File: src/rtl/core/gfalu_pkg.sv
`timescale 1ns / 1ps
package gfalu_pkg;

	localparam int FIELD_M = 131;
	localparam int DEG_W   = 8;

	typedef logic [FIELD_M-1:0] elem_t;
	typedef logic [FIELD_M:0]   poly_t;
	typedef logic [DEG_W-1:0]   deg_t;

	// x^13 + x^2 + x + 1, the part of the field polynomial below x^131
	localparam elem_t RED_TAIL = elem_t'(16'h2007);
	localparam poly_t P_FULL   = {1'b1, RED_TAIL};
	localparam deg_t  DEG_TOP  = deg_t'(FIELD_M);
	localparam deg_t  MUL_LAST = deg_t'(FIELD_M - 1);

	typedef enum logic [1:0] {
		ACT_ADD = 2'd0,
		ACT_MUL = 2'd1,
		ACT_SQR = 2'd2,
		ACT_INV = 2'd3
	} action_t;

	typedef enum logic [1:0] {
		S_IDLE,
		S_MUL,
		S_INV,
		S_WB
	} state_t;

	typedef struct packed {
		logic load;
		logic mul_step;
		logic inv_step;
		logic wb;
	} ctl_cmd_t;

	typedef struct packed {
		logic du_zero;
	} dp_stat_t;

endpackage

File: src/rtl/core/gf2_131_field_alu.sv
// GF(2^131) arithmetic unit, field polynomial x^131 + x^13 + x^2 + x + 1.
// Input channel: in_valid/in_ready with action and operands a, b (each split
// into lo, mid, hi). Output channel: out_valid/out_ready with r_lo/r_mid/r_hi.
// action: add (xor), multiply, square of a, inverse of a (inverse of 0 is 1).
// One item is worked at a time; in_ready is high only while the unit is idle,
// so the next item is taken the cycle after the previous one is written back.
// Work per action:
//   add         a^b is formed when the item is accepted
//   mul, square 131 bit-serial shift-and-reduce steps, MSB of b first
//   inverse     one Euclid step per cycle, either a one-bit normalize
//               shift of u or an aligned u^v with a barrel shift of the
//               cofactor; the shifts walk deg(u)+deg(v) down from 262
//               and every u^v is followed by at least one shift.
// The result sits in an output register; when the receiver stalls, the unit
// holds the finished item in its write-back state and accepts nothing new
// until the output register frees up.
// Reset (arst_n low) returns the controller to idle and drops out_valid.
`timescale 1ns / 1ps
module gf2_131_field_alu
	import gfalu_pkg::*;
(
	input  logic        clk,
	input  logic        arst_n,
	input  logic        in_valid,
	output logic        in_ready,
	input  logic [1:0]  action,
	input  logic [63:0] a_lo,
	input  logic [63:0] a_mid,
	input  logic [2:0]  a_hi,
	input  logic [63:0] b_lo,
	input  logic [63:0] b_mid,
	input  logic [2:0]  b_hi,
	output logic        out_valid,
	input  logic        out_ready,
	output logic [63:0] r_lo,
	output logic [63:0] r_mid,
	output logic [2:0]  r_hi
);

	ctl_cmd_t cmd;
	dp_stat_t stat;

	gfalu_ctrl u_ctrl (
		.clk       (clk),
		.arst_n    (arst_n),
		.in_valid  (in_valid),
		.in_ready  (in_ready),
		.action    (action),
		.out_valid (out_valid),
		.out_ready (out_ready),
		.cmd       (cmd),
		.stat      (stat)
	);

	gfalu_dp u_dp (
		.clk    (clk),
		.arst_n (arst_n),
		.cmd    (cmd),
		.stat   (stat),
		.action (action),
		.a_lo   (a_lo),
		.a_mid  (a_mid),
		.a_hi   (a_hi),
		.b_lo   (b_lo),
		.b_mid  (b_mid),
		.b_hi   (b_hi),
		.r_lo   (r_lo),
		.r_mid  (r_mid),
		.r_hi   (r_hi)
	);

endmodule

File: src/rtl/core/gfalu_dp.sv
`timescale 1ns / 1ps
module gfalu_dp
	import gfalu_pkg::*;
(
	input  logic            clk,
	input  logic            arst_n,
	input  ctl_cmd_t        cmd,
	output dp_stat_t        stat,
	input  logic [1:0]      action,
	input  logic [63:0]     a_lo,
	input  logic [63:0]     a_mid,
	input  logic [2:0]      a_hi,
	input  logic [63:0]     b_lo,
	input  logic [63:0]     b_mid,
	input  logic [2:0]      b_hi,
	output logic [63:0]     r_lo,
	output logic [63:0]     r_mid,
	output logic [2:0]      r_hi
);

	elem_t   a_in;
	elem_t   b_in;
	action_t act;

	elem_t   a_q;
	elem_t   b_q;
	elem_t   acc_q;
	poly_t   u_q;
	poly_t   v_q;
	deg_t    du_q;
	deg_t    dv_q;
	elem_t   g_q;
	elem_t   h_q;
	logic    is_inv_q;
	elem_t   r_q;

	elem_t   mul_next;
	logic    swap;
	deg_t    shamt;
	elem_t   sh_src;
	elem_t   sh_val;
	poly_t   uv_xor;

	assign a_in = {a_hi, a_mid, a_lo};
	assign b_in = {b_hi, b_mid, b_lo};
	assign act  = action_t'(action);

	always_comb begin
		mul_next = {acc_q[FIELD_M-2:0], 1'b0};
		if (acc_q[FIELD_M-1]) begin
			mul_next = mul_next ^ RED_TAIL;
		end
		if (b_q[FIELD_M-1]) begin
			mul_next = mul_next ^ a_q;
		end
	end

	always_comb begin
		swap   = du_q < dv_q;
		shamt  = swap ? dv_q - du_q : du_q - dv_q;
		sh_src = swap ? g_q : h_q;
		sh_val = sh_src << shamt;
		uv_xor = u_q ^ v_q;
	end

	always_ff @(posedge clk) begin
		if (cmd.load) begin
			a_q      <= a_in;
			b_q      <= (act == ACT_SQR) ? a_in : b_in;
			acc_q    <= (act == ACT_ADD) ? (a_in ^ b_in) : '0;
			u_q      <= {1'b0, a_in};
			v_q      <= P_FULL;
			du_q     <= DEG_TOP;
			dv_q     <= DEG_TOP;
			g_q      <= elem_t'(1);
			h_q      <= '0;
			is_inv_q <= (act == ACT_INV);
		end else if (cmd.mul_step) begin
			acc_q <= mul_next;
			b_q   <= b_q << 1;
		end else if (cmd.inv_step) begin
			if (!u_q[FIELD_M]) begin
				// normalize: bring the leading coefficient of u to the top
				u_q  <= {u_q[FIELD_M-1:0], 1'b0};
				du_q <= du_q - 1'b1;
			end else begin
				u_q <= uv_xor;
				g_q <= (swap ? h_q : g_q) ^ sh_val;
				if (swap) begin
					v_q  <= u_q;
					dv_q <= du_q;
					du_q <= dv_q;
					h_q  <= g_q;
				end
			end
		end
		if (cmd.wb) begin
			r_q <= is_inv_q ? g_q : acc_q;
		end
	end

	assign stat.du_zero = (du_q == '0);

	assign r_lo  = r_q[63:0];
	assign r_mid = r_q[127:64];
	assign r_hi  = r_q[FIELD_M-1:128];

	a_v_lead: assert property (@(posedge clk) disable iff (!arst_n)
		cmd.inv_step |-> (v_q[FIELD_M] && dv_q != '0))
		else $error("v lost its leading coefficient");

	a_xor_clears: assert property (@(posedge clk) disable iff (!arst_n)
		(cmd.inv_step && u_q[FIELD_M]) |=> !u_q[FIELD_M])
		else $error("reduction step left u leading bit set");

	a_norm_dec: assert property (@(posedge clk) disable iff (!arst_n)
		(cmd.inv_step && !u_q[FIELD_M]) |=> du_q == deg_t'($past(du_q) - 1'b1))
		else $error("normalize step did not lower degree of u");

endmodule

File: src/rtl/core/gfalu_ctrl.sv
`timescale 1ns / 1ps
module gfalu_ctrl
	import gfalu_pkg::*;
(
	input  logic       clk,
	input  logic       arst_n,
	input  logic       in_valid,
	output logic       in_ready,
	input  logic [1:0] action,
	output logic       out_valid,
	input  logic       out_ready,
	output ctl_cmd_t   cmd,
	input  dp_stat_t   stat
);

	state_t  state_q;
	state_t  state_d;
	deg_t    cnt_q;
	logic    out_valid_q;
	logic    out_free;
	action_t act;

	assign act      = action_t'(action);
	assign out_free = !out_valid_q || out_ready;

	always_comb begin
		state_d = state_q;
		unique case (state_q)
			S_IDLE: begin
				if (in_valid) begin
					unique case (act)
						ACT_ADD: state_d = S_WB;
						ACT_MUL: state_d = S_MUL;
						ACT_SQR: state_d = S_MUL;
						ACT_INV: state_d = S_INV;
						default: state_d = S_WB;
					endcase
				end
			end
			S_MUL: begin
				if (cnt_q == MUL_LAST) begin
					state_d = S_WB;
				end
			end
			S_INV: begin
				if (stat.du_zero) begin
					state_d = S_WB;
				end
			end
			S_WB: begin
				if (out_free) begin
					state_d = S_IDLE;
				end
			end
			default: state_d = S_IDLE;
		endcase
	end

	always_comb begin
		in_ready     = (state_q == S_IDLE);
		cmd.load     = (state_q == S_IDLE) && in_valid;
		cmd.mul_step = (state_q == S_MUL);
		cmd.inv_step = (state_q == S_INV) && !stat.du_zero;
		cmd.wb       = (state_q == S_WB) && out_free;
	end

	always_ff @(posedge clk or negedge arst_n) begin
		if (!arst_n) begin
			state_q     <= S_IDLE;
			cnt_q       <= '0;
			out_valid_q <= 1'b0;
		end else begin
			state_q <= state_d;
			if (cmd.load) begin
				cnt_q <= '0;
			end else if (cmd.mul_step) begin
				cnt_q <= cnt_q + 1'b1;
			end
			if (cmd.wb) begin
				out_valid_q <= 1'b1;
			end else if (out_ready) begin
				out_valid_q <= 1'b0;
			end
		end
	end

	assign out_valid = out_valid_q;

	a_mul_end: assert property (@(posedge clk) disable iff (!arst_n)
		(state_q == S_MUL && cnt_q == MUL_LAST) |=> state_q == S_WB)
		else $error("multiply did not finish after the last step");

	a_load_cnt: assert property (@(posedge clk) disable iff (!arst_n)
		cmd.load |=> cnt_q == '0)
		else $error("step counter not cleared on load");

	a_wb_out: assert property (@(posedge clk) disable iff (!arst_n)
		cmd.wb |=> (out_valid_q && state_q == S_IDLE))
		else $error("write back did not present a result");

endmodule

File: config.mk
export PLATFORM = sky130hd
export DESIGN_NAME = gf2_131_field_alu
export DESIGN_NICKNAME = d
export VERILOG_FILES = /design/src/rtl/core/gfalu_pkg.sv /design/src/rtl/core/gf2_131_field_alu.sv /design/src/rtl/core/gfalu_dp.sv /design/src/rtl/core/gfalu_ctrl.sv
export SDC_FILE = /design/constraint.sdc
export NUM_CORES = 2
export LEC_CHECK = 0
export BUFFER_PORTS_ARGS = -buffer_cell sky130_fd_sc_hd__buf_2
export CAP_MARGIN = 20
export CORE_UTILIZATION = 30
export CTS_BUF_LIST = sky130_fd_sc_hd__clkbuf_16
export DETAILED_ROUTE_END_ITERATION = 8
export PLACE_DENSITY = 0.46
export SYNTH_ARGS = -nofsm -noshare
export SYNTH_HDL_FRONTEND = slang
export SYNTH_SLANG_ARGS = --single-unit
File: constraint.sdc
create_clock -name clk -period 22.9 [get_ports clk]
set_input_delay 1.145 -clock clk [delete_from_list [all_inputs] [get_ports clk]]
set_output_delay 1.145 -clock clk [all_outputs]
set_load 0.005 [all_outputs]
# After elaboration in Yosys (flattened, before gate mapping)
# Index checks and enable logic that the tools add are counted.
# classes
n_lt_le_gt_ge	1
n_shift	1
n_reduce_logical	19
eq_ne	13
n_addsub	4
n_bitwise	6
n_mux	28
# ops
operator	count
$mux 131	13
$xor 131x131->131	3
$mux 132	1
$xor 132x132->132	1
$shl 131x8->131	1
$mux 8	5
$sub 8x8->8	2
$mux 14	1
$add 8x1->8 const B	1
$eq 2x2->1 const B	4
$eq 8x8->1 const B	1
$logic_not 8->1	1
$lt 8x8->1	1
$mux 2	4
$ne 2x1->1 const B	4
$pmux 2 s4	1
$reduce_and 4->1	2
$sub 8x1->8 const B	1
$pmux 2 s3	1
$reduce_and 3->1	2
$reduce_bool 2->1	3
$eq 2x1->1 const B	2
$logic_not 2->1	2
$ne 2x2->1 const B	2
8 further kinds	13
# totals
in_bits	268
elab_cells	87
reg_bits	1077
out_inout_bits	133

# Depth between registers and ports, before layout
# logic_depth
ltp_word	6
depth_mapped	20
ltp_nobuf	15

# Cells and area by module
# From an unflattened synthesis, not the netlist that was laid out.
# unflattened
hier_cells	6774
area_unflattened_um2	67200.7
# by_module_without_submodules
mod	area_per_inst_um2	cells_each	instances	seq_area_each_um2
gfalu_dp	66553.8	6708	1	27906.8
gfalu_ctrl	646.9	66	1	275.3

# Least setup slack after synthesis
# No wires, ideal clock.
# synth_timing
path_type	input port to flip-flop
from	input port in_valid
to	register u_dp.u_q[0] (enable)
slack_ps	14098
stages	5
setup_ps	664
arrival_time_ps	8137
path_cell_list	nand2_1 clkbuf_1 clkbuf_1 clkbuf_1 a21oi_1
# synth_between
elab_chain_len	3
word_cells_on_any_way	4
classes_between	1 x eq/ne; 3 x reduce/logical
# synth_lines
element	line_no	source
from (decl)	gf2_131_field_alu.sv:24	input logic in_valid,
$logic_and 1x1->1 *	gfalu_ctrl.sv:61	cmd.load = (state_q == S_IDLE) && in_valid;
$ne 2x1->1 (no line) / $reduce_bool 2->1 (equally long branches)	-	
$reduce_and 2->1 (no line) *	-	
to (signal assigned)	gfalu_dp.sv:71	u_q <= {1'b0, a_in};
to (signal assigned)	gfalu_dp.sv:84	u_q <= {u_q[FIELD_M-1:0], 1'b0};
to (signal assigned)	gfalu_dp.sv:87	u_q <= uv_xor;
to (decl)	gfalu_dp.sv:28	poly_t u_q;
# Every way passes the cells marked *; elsewhere a longest branch is shown, timed or not.
# A chain may end at the register's enable or synchronous reset.

# Worst setup path in the final report
# layout_timing
from	register u_dp.du_q[0]
to	register u_dp.g_q[124]
# layout_between
elab_chain_len	4
word_cells_on_any_way	12
classes_between	2 x add/sub; 1 x order compare; 1 x shift; 3 x mux; 1 x bitwise; 4 x reduce/logical
# layout_lines
element	line_no	source
from (decl)	gfalu_dp.sv:30	deg_t du_q;
from (signal assigned)	gfalu_dp.sv:85	du_q <= du_q - 1'b1;
from (signal assigned)	gfalu_dp.sv:92	du_q <= dv_q;
$sub 8x8->8 (tied with other cells)	gfalu_dp.sv:60	shamt = swap ? dv_q - du_q : du_q - dv_q;
$mux 8 (tied with other cells)	gfalu_dp.sv:60	
$shl 131x8->131 / $logic_and 1x1->1 (equally long branches)	gfalu_dp.sv:62, gfalu_ctrl.sv:63	
$xor 131x131->131 / $reduce_and 3->1 (equally long branches)	-	
to (signal assigned)	gfalu_dp.sv:75	g_q <= elem_t'(1);
to (signal assigned)	gfalu_dp.sv:88	g_q <= (swap ? h_q : g_q) ^ sh_val;
to (decl)	gfalu_dp.sv:32	elem_t g_q;
# Several ways; a longest one is shown, not always the timed one.

==> qor.yml <==
run_status:
  status: "completed"
logic_synthesis:
  synth_ff_type: "edfxtp_1"
  syn_inst: 6915
  synth-seq-cells: 1077
  synth_edf_count: 656
  syn_area_um2: 66800
  yosysSeqAreaShare_pct: 42.2
  yosysWarnings: 0
  syn-num-nets: 7213
  synthArstFlopShare_pct: 1.02
  synth.distinct_cells: 108
  synth_area_per_cell_um2: 9.66
global_route:
  grt_pass1_wl_mm: 404
  track_usage_pct: 24.5
  top_usage_layer: "met2"
  grt_max_degree: 204
  antenna_found_initial: 24
  grt_pass1_vias: 54300
  grtUsageMet2_pct: 37.2
  use_met1_pct: 34.3
  overflow: 0
  met3_usage_pct: 4.14
critical_path:
  crit_required_ns: 23.62
  worst_setup_path_start_kind: "flip-flop"
  rrSetupSlack_ns: 15.74
  arrival_ns: 7.88
  cp_max_fo: 70
  cp-end-kind: "flip-flop"
  path_class: "reg -> reg"
sta:
  fmax_ghz: 0.140
  hold_viol: 0
  finalCritPeriodShare_pct: 31.3
  rsz0062_at_grt: "false"
  skew_ns: 0.0475
  worstMarginPinSlew_ns: 1.26
  setup_viol: 0
  slew_headroom_pct: 15.5
  slew_violations: 0
  setup-tns-final_ns: 0
  period_needed_ns: 7.16
die:
  die_x_um: 474
  io-pin-count: 401
  row_count: 172
  start_util_pct: 30.3
  dieHeight_um: 474
  dieArea_um2: 224000
  core-area_um2: 220000
finish:
  regArea_um2: 28200
  drive_above_1_share_pct: 17.4
  area_growth_pct: 12.8
  nFillCells: 22700
  final_common_cell: "nand2_1"
  mostFrequentLayoutCells: "1,300 x nand2_1, 656 x edfxtp_1, 613 x mux2i_1"
  nets: 7311
  multi_input_area_um2: 36000
routing:
  drt_pass1_iterations: 6
  wire_per_inst_um: 28.0
  via_count: 57000
  drt-total-wl_mm: 283
  drc: 0
  viasPerCell: 5.66
  antenna_left: 0
  drtIter0Drc: 5867
clock_tree:
  cts_root_buf: "clkbuf_16"
  ctsResizeCount: 0
  cts_tree: "built"
  clk_pin_slew_ns: 0.06
  htree_levels: 4
  ctsHoldBuffers: 0
  clkLatencyLatePin_ns: 0.83
  cts.sinks: 1077
  clk_path_buf_depth: 3
  cts_made_buffers: 131
  cts_setup_buffers: 0
run:
  drv_cap: 0
placement:
  gp_congestion: 1.01
  dpl.hpwl_mm: 199
  portBuffers: 400
hold_path:
  hp-class: "in -> async"
worst paths after layout:
path / depth (start not counted) / endpoint / startpoint
max: 18 / u_dp.g_q[124] / u_dp.du_q[0]
min: 1 / u_ctrl.cnt_q[5] / arst_n
max reg2reg: 18 / u_dp.g_q[124] / u_dp.du_q[0]
min reg2reg: 2 / u_dp.v_q[11] / u_dp.v_q[11]
max in group asynchronous: 1 / u_ctrl.state_q[0] / arst_n
min in group clk: 2 / u_dp.v_q[11] / u_dp.v_q[11]
metal layers:
metal  part of all wire [%]  routed length, um
met5                  0.044                124
met4                    4.2              11900
met3                    7.0              19700
met2                     44             125000
met1                     45             126000
through the flow:
step	hold WS, ns	instance area (um2)	util [%]	setup slack [ns]	std cells
after floorplan	0.449	66800	-	14.10	6915
after global placement	0.454	71200	32.3	15.73	9831
after detailed placement	0.459	71200	32.3	15.86	9835
after CTS	0.167	75300	34.2	15.82	10100
after global routing	0.217	75300	34.2	15.42	10100
final	0.223	75300	34.2	15.74	10100
worst max-delay path, stage by stage (launching register included):
cell and delay (ns):
dfxtp_1 0.51, inv_1 0.13, ha_1 0.22, inv_1 0.08
fa_4 0.29, nand3_1 0.15, a21o_1 0.21, buf_4 0.30
nand2_8 0.56, buf_4 0.77, buf_4 0.78, mux4_2 0.62
mux2i_1 0.36, mux2i_1 0.13, o21ai_0 0.18, nor3_1 0.07
o31ai_1 0.96, mux2_1 0.39, o22ai_1 0.14
flip-flops by register name (all words and copies together) (netlist names), 2 cells and up:
register        count
u_dp.b_q          131
u_dp.du_q           8
u_ctrl.state_q      2
u_dp.u_q          132
u_dp.v_q          131
u_dp.r_q          131
u_ctrl.cnt_q        8
u_dp.g_q          131
u_dp.a_q          131
u_dp.dv_q           8
u_dp.acc_q        131
u_dp.h_q          131
cell usage after synthesis (all sizes together), types with 28 or more instances:
cell type	n	area share [%]
ha	28	0.52
xor2	137	1.8
o22ai	165	1.5
nor3	43	0.32
mux2	285	4.8
nand2	1306	7.4
a211oi	39	0.45
o211ai	103	1.2
inv	64	0.36
mux2i	617	9.3
edfxtp	656	30
o21ai	473	3.6
a21oi	573	4.3
xnor2	276	3.6
buf	223	2.0
a31oi	62	0.58
nand3	117	0.88
clkbuf	350	2.0
dfxtp	410	12
nor2	351	2.0
mux4	165	5.6
o2111ai	46	0.60
logic make-up (layout without fill, tap and decap cells):
kind of cell	Yosys count	in the layout	share of synthesized area, %
xor+xnor	413	413	5.44
mux	1067	1067	19.7
fa+ha+maj	30	30	0.585
simple gates	1951	1951	11.8
compound gates	1736	1736	15.9
other cells	0	4	0
buf+inv	641	845	4.35
flops	1077	1077	42.2
layout make-up:
class	instances	share of cell area [%]
diodes	4	0.0133
clock buffers	134	4.45
clock inverters	105	1.01
inverters	66	0.350
multi-input cells	5197	47.7
flip-flops and latches	1077	37.4
well taps	2958	4.91
repair buffers	540	4.12
Power is left out: the tool's default activity adds up to more than one toggle a clock period on the data nets, which glitch-free logic cannot reach.
